## src/hdl/arpc_pkg.sv

```systemverilog
package arpc_pkg;

	localparam int ENTRIES_DEF = 32;
	localparam int REQ_W       = 2;
	localparam int IP_W        = 32;
	localparam int MAC_W       = 48;
	localparam int AGE_W       = 8;
	localparam int STAT_W      = 2;
	localparam int SLOT_W      = 5;

	localparam logic [REQ_W-1:0] REQ_LOOKUP = 2'd0;
	localparam logic [REQ_W-1:0] REQ_ADD    = 2'd1;
	localparam logic [REQ_W-1:0] REQ_TICK   = 2'd2;

	localparam logic [STAT_W-1:0] ST_OK   = 2'd0;
	localparam logic [STAT_W-1:0] ST_MISS = 2'd1;
	localparam logic [STAT_W-1:0] ST_FULL = 2'd2;
	localparam logic [STAT_W-1:0] ST_NONE = 2'd3;

	localparam logic [AGE_W-1:0] AGE_MAX     = 8'hFF;
	localparam logic [AGE_W-1:0] TIMEOUT_RST = 8'd15;

	typedef struct packed {
		logic             vld;
		logic [REQ_W-1:0] kind;
		logic [IP_W-1:0]  ip;
		logic [MAC_W-1:0] mac;
	} arpc_req_t;

	typedef struct packed {
		logic [STAT_W-1:0] status;
		logic [MAC_W-1:0]  mac;
		logic [SLOT_W-1:0] slot;
	} arpc_rsp_t;

endpackage

```

## src/hdl/arpc_table.sv

```systemverilog
module arpc_table #(
	parameter int ENTRIES = arpc_pkg::ENTRIES_DEF
) (
	input  logic                         clk,
	input  logic                         arst_n,
	input  arpc_pkg::arpc_req_t          req,
	input  logic [arpc_pkg::AGE_W-1:0]   timeout,
	output arpc_pkg::arpc_rsp_t          rsp
);
	import arpc_pkg::*;

	localparam int IDX_W = (ENTRIES > 1) ? $clog2(ENTRIES) : 1;

	logic [ENTRIES-1:0] valid_q;
	logic [IP_W-1:0]    ip_q  [ENTRIES];
	logic [MAC_W-1:0]   mac_q [ENTRIES];
	logic [AGE_W-1:0]   age_q [ENTRIES];

	logic [ENTRIES-1:0] hit_vec;
	logic [ENTRIES-1:0] free_vec;
	logic [ENTRIES-1:0] hit_oh;
	logic [ENTRIES-1:0] free_oh;
	logic [IDX_W-1:0]   hit_idx;
	logic [IDX_W-1:0]   free_idx;
	logic [MAC_W-1:0]   hit_mac;
	logic [AGE_W-1:0]   age_nxt [ENTRIES];
	logic               do_add;
	logic               do_tick;

	// parallel compare, lowest set bit isolated as v & -v
	always_comb begin
		for (int i = 0; i < ENTRIES; i++) begin
			hit_vec[i]  = valid_q[i] && (ip_q[i] == req.ip);
			free_vec[i] = !valid_q[i];
			age_nxt[i]  = (age_q[i] == AGE_MAX) ? age_q[i] : age_q[i] + 1'b1;
		end
		hit_oh   = hit_vec & (~hit_vec + ENTRIES'(1));
		free_oh  = free_vec & (~free_vec + ENTRIES'(1));
		hit_idx  = '0;
		free_idx = '0;
		hit_mac  = '0;
		for (int i = 0; i < ENTRIES; i++) begin
			if (hit_oh[i]) begin
				hit_idx = hit_idx | IDX_W'(i);
				hit_mac = hit_mac | mac_q[i];
			end
			if (free_oh[i]) begin
				free_idx = free_idx | IDX_W'(i);
			end
		end
	end

	assign do_add  = req.vld && (req.kind == REQ_ADD) && (|free_vec);
	assign do_tick = req.vld && (req.kind == REQ_TICK);

	always_comb begin
		rsp = '{status: ST_OK, mac: '0, slot: '0};
		case (req.kind)
			REQ_LOOKUP: begin
				if (|hit_vec) begin
					rsp.mac  = hit_mac;
					rsp.slot = SLOT_W'(hit_idx);
				end else begin
					rsp.status = ST_MISS;
				end
			end
			REQ_ADD: begin
				if (|free_vec) begin
					rsp.slot = SLOT_W'(free_idx);
				end else begin
					rsp.status = ST_FULL;
				end
			end
			default: begin
				rsp.status = ST_OK;
			end
		endcase
	end

	always_ff @(posedge clk or negedge arst_n) begin
		if (!arst_n) begin
			valid_q <= '0;
		end else begin
			for (int i = 0; i < ENTRIES; i++) begin
				if (do_add && free_oh[i]) begin
					valid_q[i] <= 1'b1;
				end else if (do_tick && valid_q[i] && (age_nxt[i] > timeout)) begin
					valid_q[i] <= 1'b0;
				end
			end
		end
	end

	always_ff @(posedge clk) begin
		for (int i = 0; i < ENTRIES; i++) begin
			if (do_add && free_oh[i]) begin
				ip_q[i]  <= req.ip;
				mac_q[i] <= req.mac;
				age_q[i] <= '0;
			end else if (do_tick) begin
				age_q[i] <= age_nxt[i];
			end
		end
	end

	a_one_hit: assert property (@(posedge clk) disable iff (!arst_n)
		$onehot0(hit_oh) && $onehot0(free_oh))
		else $error("priority select not one-hot");

	a_add_fills: assert property (@(posedge clk) disable iff (!arst_n)
		do_add |=> valid_q[$past(free_idx)])
		else $error("add did not mark slot valid");

	a_full_status: assert property (@(posedge clk) disable iff (!arst_n)
		(req.vld && req.kind == REQ_ADD && valid_q == '1) |-> rsp.status == ST_FULL)
		else $error("full table not reported");

endmodule

```

## src/hdl/arp_cache_with_aging_core.sv

```systemverilog
// channel  | ports                                     | handshake
// request  | req_type, ip_addr, mac_addr               | start & !busy
// result   | status, found_mac, slot                   | done, one cycle
// config   | timeout_wdata                             | timeout_we
// One beat per cycle: an accepted request is captured in the input register (s1),
// and its result is captured in the result register (s2), which raises done.
// busy stays low; every cycle may carry a new request.
// The table compare and update happen in the same cycle, so back-to-back
// requests see each other's effects in order.
// arst_n clears valid bits, pipeline valids and sets the timeout to 15.
// The receiver cannot stall; results are never held.
module arp_cache_with_aging_core #(
	parameter int ENTRIES = arpc_pkg::ENTRIES_DEF
) (
	input  logic                          clk,
	input  logic                          arst_n,
	input  logic                          start,
	output logic                          busy,
	input  logic [arpc_pkg::REQ_W-1:0]    req_type,
	input  logic [arpc_pkg::IP_W-1:0]     ip_addr,
	input  logic [arpc_pkg::MAC_W-1:0]    mac_addr,
	input  logic                          timeout_we,
	input  logic [arpc_pkg::AGE_W-1:0]    timeout_wdata,
	output logic                          done,
	output logic [arpc_pkg::STAT_W-1:0]   status,
	output logic [arpc_pkg::MAC_W-1:0]    found_mac,
	output logic [arpc_pkg::SLOT_W-1:0]   slot
);
	import arpc_pkg::*;

	logic               vld_s1;
	logic [REQ_W-1:0]   kind_s1;
	logic [IP_W-1:0]    ip_s1;
	logic [MAC_W-1:0]   mac_s1;
	arpc_req_t          req_s1;
	arpc_rsp_t          rsp_comb;
	arpc_rsp_t          rsp_s2;
	logic               done_s2;
	logic [AGE_W-1:0]   timeout_q;

	assign busy = 1'b0;

	always_ff @(posedge clk or negedge arst_n) begin
		if (!arst_n) begin
			timeout_q <= TIMEOUT_RST;
		end else if (timeout_we) begin
			timeout_q <= timeout_wdata;
		end
	end

	always_ff @(posedge clk or negedge arst_n) begin
		if (!arst_n) begin
			vld_s1  <= 1'b0;
			done_s2 <= 1'b0;
		end else begin
			vld_s1  <= start && !busy;
			done_s2 <= vld_s1;
		end
	end

	always_ff @(posedge clk) begin
		kind_s1 <= req_type;
		ip_s1   <= ip_addr;
		mac_s1  <= mac_addr;
		rsp_s2  <= rsp_comb;
	end

	assign req_s1 = '{vld: vld_s1, kind: kind_s1, ip: ip_s1, mac: mac_s1};

	arpc_table #(
		.ENTRIES(ENTRIES)
	) u_table (
		.clk    (clk),
		.arst_n (arst_n),
		.req    (req_s1),
		.timeout(timeout_q),
		.rsp    (rsp_comb)
	);

	assign done      = done_s2;
	assign status    = rsp_s2.status;
	assign found_mac = rsp_s2.mac;
	assign slot      = rsp_s2.slot;

	a_latency: assert property (@(posedge clk) disable iff (!arst_n)
		start |=> ##1 done)
		else $error("result missing two cycles after start");

	a_no_spurious: assert property (@(posedge clk) disable iff (!arst_n)
		!req_s1.vld |=> !done)
		else $error("result without request");

	a_miss_zero: assert property (@(posedge clk) disable iff (!arst_n)
		(done && status != ST_OK) |-> (found_mac == '0 && slot == '0 && status != ST_NONE))
		else $error("miss or full carries data");

endmodule
```

## config.mk

```make
export PLATFORM = sky130hd
export DESIGN_NAME = arp_cache_with_aging_core
export DESIGN_NICKNAME = d
export VERILOG_FILES = /design/src/hdl/arpc_pkg.sv /design/src/hdl/arpc_table.sv /design/src/hdl/arp_cache_with_aging_core.sv
export SDC_FILE = /design/constraint.sdc
export NUM_CORES = 2
export LEC_CHECK = 0
export ABC_CLOCK_PERIOD_IN_PS = 21000
export BUFFER_PORTS_ARGS = -buffer_cell sky130_fd_sc_hd__buf_2
export CORE_MARGIN = 1
export CORE_UTILIZATION = 63
export CTS_BUF_LIST = sky130_fd_sc_hd__clkbuf_16
export CTS_CLUSTER_DIAMETER = 100
export DETAILED_ROUTE_END_ITERATION = 7
export PLACE_DENSITY = 0.8
export REMOVE_ABC_BUFFERS = 1
export SYNTH_ARGS = -nofsm -noshare
export SYNTH_HDL_FRONTEND = slang
export SYNTH_SLANG_ARGS = --single-unit
```

## constraint.sdc

```tcl
create_clock -name clk -period 21 [get_ports clk]
set_input_delay 2.1 -clock clk [delete_from_list [all_inputs] [get_ports clk]]
set_output_delay 2.1 -clock clk [all_outputs]
set_load 0.005 [all_outputs]
```

Yosys cells after proc, flatten, opt, wreduce, memory -nomap -nowiden
Memory sizes are Yosys's and may differ from the RTL's.
Cells that the tools add are included.
{ "totals": {"output_inout_bits": 57, "ram_bits": 2816, "inputBits": 94, "reg_bits": 179, "wordCells": 1082, "n_memories": 3} }
{ "memory_table": {"columns": ["name", "words", "width", "rd", "rd_clocked_by_memory_dff", "wr", "line_no", "source"], "rows": [
  ["u_table.mac_q", 32, 48, 32, 0, 1, "arpc_table.sv:16", "logic [MAC_W-1:0] mac_q [ENTRIES];"],
  ["u_table.ip_q", 32, 32, 32, 0, 1, "arpc_table.sv:15", "logic [IP_W-1:0] ip_q [ENTRIES];"],
  ["u_table.age_q", 32, 8, 32, 0, 32, "arpc_table.sv:17", "logic [AGE_W-1:0] age_q [ENTRIES];"]
]} }
{ "classes": {"n_reduce_logical": 260, "n_bitwise": 67, "muxes": 579, "eq_ne": 66, "addsub": 34, "magnitude_cmp": 32} }
{ "ops": {"columns": ["cell", "n"], "rows": [
  ["$mux 48", 63],
  ["$or 48x48->48", 31],
  ["$reduce_or 48->1", 31],
  ["$reduce_or 32->1", 33],
  ["$eq 32x32->1", 32],
  ["$mux 32", 31],
  ["$mux 8", 64],
  ["$mux 5", 96],
  ["$mux 1", 290],
  ["$add 8x1->8 const B", 32],
  ["$eq 8x8->1 const B", 32],
  ["$gt 8x8->1", 32],
  ["$logic_and 1x1->1", 131],
  ["$mux 53", 2],
  ["$add 32x1->32 const B", 2],
  ["$and 32x32->32", 2],
  ["$mux 4", 16],
  ["$not 32->32", 2],
  ["$reduce_bool 2->1", 32],
  ["$logic_not 1->1", 32],
  ["$or 1x1->1", 32],
  ["$mux 3", 8],
  ["$mux 2", 7],
  ["$pmux 5 s2", 1],
  ["other kinds (4)", 4]
]} }

Depth between registers and ports, before layout
An unclocked memory read counts as a cell.
{ "depth": {"word_depth": 72, "ltp_mapped": 18, "depth_no_buf": 16} }

Cells and area by module
From an unflattened synthesis, not the netlist that was laid out.
{ "unflattened": {"cells_unflattened": 8495, "area_unflattened_um2": 126556.4} }
{ "by_module_without_submodules": {"columns": ["module", "seq_area_each_um2", "cells_each", "area_per_inst_um2", "instances"], "rows": [
  ["arpc_table", 85361.9, 8337, 123415.9, 1],
  ["arp_cache_with_aging_core", 2997.9, 158, 3140.5, 1]
]} }

Worst setup path before layout
OpenSTA, ideal clock, no wires.
{ "synth_path": {"kind": "reg-to-reg", "startpoint": "register u_table.valid_q[0]", "endpoint": "memory u_table.age_q[3][0], in the netlist u_table.age_q[0][24], enable pin", "stages_incl_launch_ff": 12, "required_ns": 20.665, "period_less_slack_ns": 11.555, "setup_time_ns": 0.335, "arrival_time_ns": 11.220, "n_path_buf": 2, "setup_slack_ns": 9.445, "cell_sequence": "dfrtp_1 buf_2 nand4_1 or4_1 or4_1 clkbuf_1 or3_1 nor3_1 a31oi_1 nand2_1 nor4b_1 or2_2"} }
{ "synth_rtl": {"columns": ["element", "line_no", "source"], "rows": [
  ["start, declared", "arpc_table.sv:14", "logic [ENTRIES-1:0] valid_q;"],
  ["start signal, assigned", "arpc_table.sv:82", "valid_q <= '0;"],
  ["start signal, assigned by index", "arpc_table.sv:86", "valid_q[i] <= 1'b1;"],
  ["start signal, assigned by index", "arpc_table.sv:88", "valid_q[i] <= 1'b0;"],
  ["end, declared", "arpc_table.sv:17", null]
]} }

Worst setup path in the final report
{ "layout_path": {"startpoint": "register ip_s1[29]", "endpoint": "register rsp_s2 (netlist bit found_mac[25])"} }
{ "layout_between": {"elab_chain_cells": 70, "elab_cells_between_ends": 133, "classes_between": "add/sub: 1; eq/ne: 32; mux: 34; bitwise: 33; reduce/logical: 33"} }
{ "layout_rtl": {"columns": ["element", "line_no", "source"], "rows": [
  ["start, declared", "arp_cache_with_aging_core.sv:33", "logic [IP_W-1:0] ip_s1;"],
  ["start signal, assigned", "arp_cache_with_aging_core.sv:63", "ip_s1 <= ip_addr;"],
  ["$eq 32x32->1", "arpc_table.sv:33", "hit_vec[i] = valid_q[i] && (ip_q[i] == req.ip);"],
  ["$logic_and 1x1->1", "arpc_table.sv:33", null],
  ["$not 32->32", "arpc_table.sv:37", "hit_oh = hit_vec & (~hit_vec + ENTRIES'(1));"],
  ["$add 32x1->32", "arpc_table.sv:37", null],
  ["$and 32x32->32", "arpc_table.sv:37", null],
  ["$mux 48", "arpc_table.sv:43", "if (hit_oh[i]) begin"],
  ["$or 48x48->48", "arpc_table.sv:45", "hit_mac = hit_mac | mac_q[i];"],
  ["$mux 48", "arpc_table.sv:43", null],
  ["(+54 left out)", null, null],
  ["$or 48x48->48", "arpc_table.sv:45", null],
  ["$mux 48", "arpc_table.sv:43", null],
  ["$or 48x48->48", "arpc_table.sv:45", null],
  ["$mux 48", "arpc_table.sv:43", null],
  ["$or 48x48->48", "arpc_table.sv:45", null],
  ["$mux 48", "arpc_table.sv:43", null],
  ["$mux 53 (*)", "arpc_table.sv:60", "if (|hit_vec) begin"],
  ["$mux 53 (*)", "arpc_table.sv:58", "case (req.kind)"],
  ["end signal, assigned", "arp_cache_with_aging_core.sv:65", "rsp_s2 <= rsp_comb;"],
  ["end, declared", "arp_cache_with_aging_core.sv:37", "arpc_rsp_t rsp_s2;"]
]} }
Every way passes the cells marked *; elsewhere a longest branch is shown, timed or not. The select of a mux whose other input is x is not followed.
A chain may end at the register's enable or synchronous reset.

==> run metrics <==
vias in the first global route=80,820; die span in x=450 µm; Post CTS Setup Buffer Count=0; GRT overflow=0; initial antenna violation count=25; Setup TNS=0 ns; boundary pin count=151; vias post-DR=82,693; num rows=163; Seq/Total Area, Yosys=70.0%; Tmin final=7.84 ns; Least-Margin Pin Slew=1.44 ns; # fillers=12,092; WL/cell=33.3 µm; run status=complete, but fails checks; Top FF cell, synth=edfxtp_1; pin count of the biggest net entering global routing=86; endpoints failing hold=0; Final #Nets=9,121; placed cell count=11,065; mean post-synth cell area=14.9 µm²; skew final=0.0741 ns; most frequent cell after synthesis=edfxtp_1; Yosys reg bits=2,995; highest clock rate=128 MHz; IO Port Bufs=149; Register-to-Register Setup Slack=13.16 ns; Synth area leader=edfxtp_1; Worst IR Drop VDD=0.0883 mV; failing checks=design-rule violations; Worst Hold Class=register to register; drt total wl=387,000 µm; htree depth=5; Area contributors post-synth=edfxtp_1, xnor2_1, xor2_1, ha_1, dfxtp_1; post-cts resize count=0; CP most frequent cell=buf_4; Post-Syn Area=126,000 µm²; Worst setup EP type=register; Finished Core Util=70.5%; CTS tree=yes; fin crit share=37.3%; Tot GR Track Use=37.7%; initial core utilization=63.7%; Worst Path Required=21.88 ns; vias per std cell=7.12; RSZ-0062 raised after global routing=false; cells along the critical path=buf_4 > xnor2_1 > nand4_1 > nor2_2 > buf_4 > and4_1 > buf_4 > nor4_2 > buf_4 > buf_4 > and4_4 > nand2_2 > nor3_1 > a21boi_0 > a31oi_1; Iter 0 DRT Violations=14,364; count of cell types in the netlist=82; commonest cells in the synthesized netlist=edfxtp_1, xnor2_1, xor2_1; clock-pin slew on the worst setup and hold paths=0.06 ns; post-DP HPWL=230,000 µm; gpl congestion=0.926; max incr delay on CP=1.36 ns; Async SR Flop Fraction=1.40%; Setup Crit Path Kind=register to register; Post-synth EDFFs=2,816; Synth Warn #=0; crit-path max FO=56; P&R area growth vs syn=10.7%; Non-Filler Instances=11,620; Die Height=450 µm; Final Max Tran Viols=0; element type at the critical path start=register; Num CTS Buffers=311; clock tree buffer depth=4; die area=202,000 µm²; Crit path arrival time=8.72 ns; DR pass1 iterations=8; cts hold-fix bufs=0; clock sinks=2,995; Max-Slew Margin vs Limit=3.79%; slowest cell on the critical path=nor3_1; antenna viol nets, final=0; Post-Synthesis Cells=8,481; Final setup viols=0; static leakage=47.0 nW; Yosys top cell area share=67.0%; layout cell share with drive strength beyond 1=10.8%; CTS root buf=clkbuf_16; Power Density=88.6 nW/µm²; clock latency on the worst-skew pair=0.99 ns; maxcap violations=0; DR DRC count=7; core area=198,000 µm²; first-pass GRT wire length=551,000 µm
-- metrics by stage --
stage / worst slack (ns) / total power, mW / instance area [µm²] / hold WS [ns]
2_1_floorplan: 8.65 / 7.08 / 124000 / 0.388
3_3_place_gp: 13.61 / 7.26 / 130000 / 0.482
3_5_place_dp: 13.51 / 7.29 / 130000 / 0.493
4_1_cts: 13.54 / 12.4 / 140000 / 0.502
5_1_grt: 13.10 / 12.6 / 140000 / 0.521
6_report: 13.16 / 12.4 / 140000 / 0.500
-- kinds of logic (layout without fill, tap and decap cells) --
| group | after synthesis | in the layout | synth area share, % |
|---|---|---|---|
| xor+xnor | 1123 | 1123 | 7.79 |
| other cells | 1 | 13 | 0.00297 |
| fa+ha+maj | 288 | 288 | 2.85 |
| buf+inv | 532 | 1019 | 2.02 |
| mux | 42 | 42 | 0.367 |
| compound gates | 1345 | 1345 | 7.86 |
| flops | 2995 | 2995 | 70.0 |
| simple gates | 2155 | 2155 | 9.13 |
-- worst paths after layout --
path | from | end | depth (start not counted)
worst max-delay path | ip_s1[29]$_DFF_P_ | found_mac[25]$_SDFF_PN0_ | 15
worst min-delay path | ip_s1[6]$_DFF_P_ | u_table.ip_q[1][38]$_DFFE_PP_ | 0
worst max register to register | ip_s1[29]$_DFF_P_ | found_mac[25]$_SDFF_PN0_ | 15
worst min register to register | ip_s1[6]$_DFF_P_ | u_table.ip_q[1][38]$_DFFE_PP_ | 0
max in group asynchronous | arst_n | u_table.valid_q[20]$_DFFE_PN0P_ | 2
min in group asynchronous | arst_n | timeout_q[7]$_DFFE_PN0P_ | 2
-- power breakdown --
part / total (mW) / leakage [nW] / switching [mW] / internal (mW)
combinational: 0.489 / 14.9 / 0.315 / 0.174
clock: 5.20 / 4.95 / 2.25 / 2.96
sequential: 6.69 / 27.1 / 0.109 / 6.58
-- cells in the final DEF, fill, tap and decap left out, types with 238 or more instances in the layout --
cell type  instances
xor2_1           480
edfxtp_1        2816
nand4_1          244
nand2_1          353
buf_4            238
ha_1             288
clkbuf_16        319
and2_1           245
nand3_1          451
xnor2_1          643
-- layer usage --
metal | routed length (µm) | track usage (%)
met2 | 169000 | 56.2
met5 | 125 | 0.0237
met3 | 60300 | 12.1
met1 | 129000 | 48.5
met4 | 28700 | 23.0
-- sequential cells by signal, indices dropped and copies added (netlist names), 2 cells and up --
register and cells:
timeout_q 8, mac_s1 48, u_table.valid_q 32, u_table.age_q 256
u_table.mac_q 1536, found_mac 48, status 2, ip_s1 32
slot 5, kind_s1 2, u_table.ip_q 1024
-- worst max-delay path: cells and delay by family (launching register included) --
kind,cells,cell delay (ns)
xor+xnor,1,0.19
buf+inv,5,2.11
compound gates,2,0.54
flops,1,0.63
simple gates,7,4.20
-- final cells by class --
type / instances / area, µm² / area share (%)
sequential: 2995 / 88500 / 63.3
antenna: 12 / 30.0 / 0.0215
clock buffer: 319 / 7980 / 5.71
timing repair buffer: 388 / 2540 / 1.81
tap: 2640 / 3300 / 2.36
clock inverter: 223 / 1410 / 1.01
multi-input combinational: 4954 / 35700 / 25.5
inverter: 89 / 379 / 0.271
(Power assumes the default switching activity.)
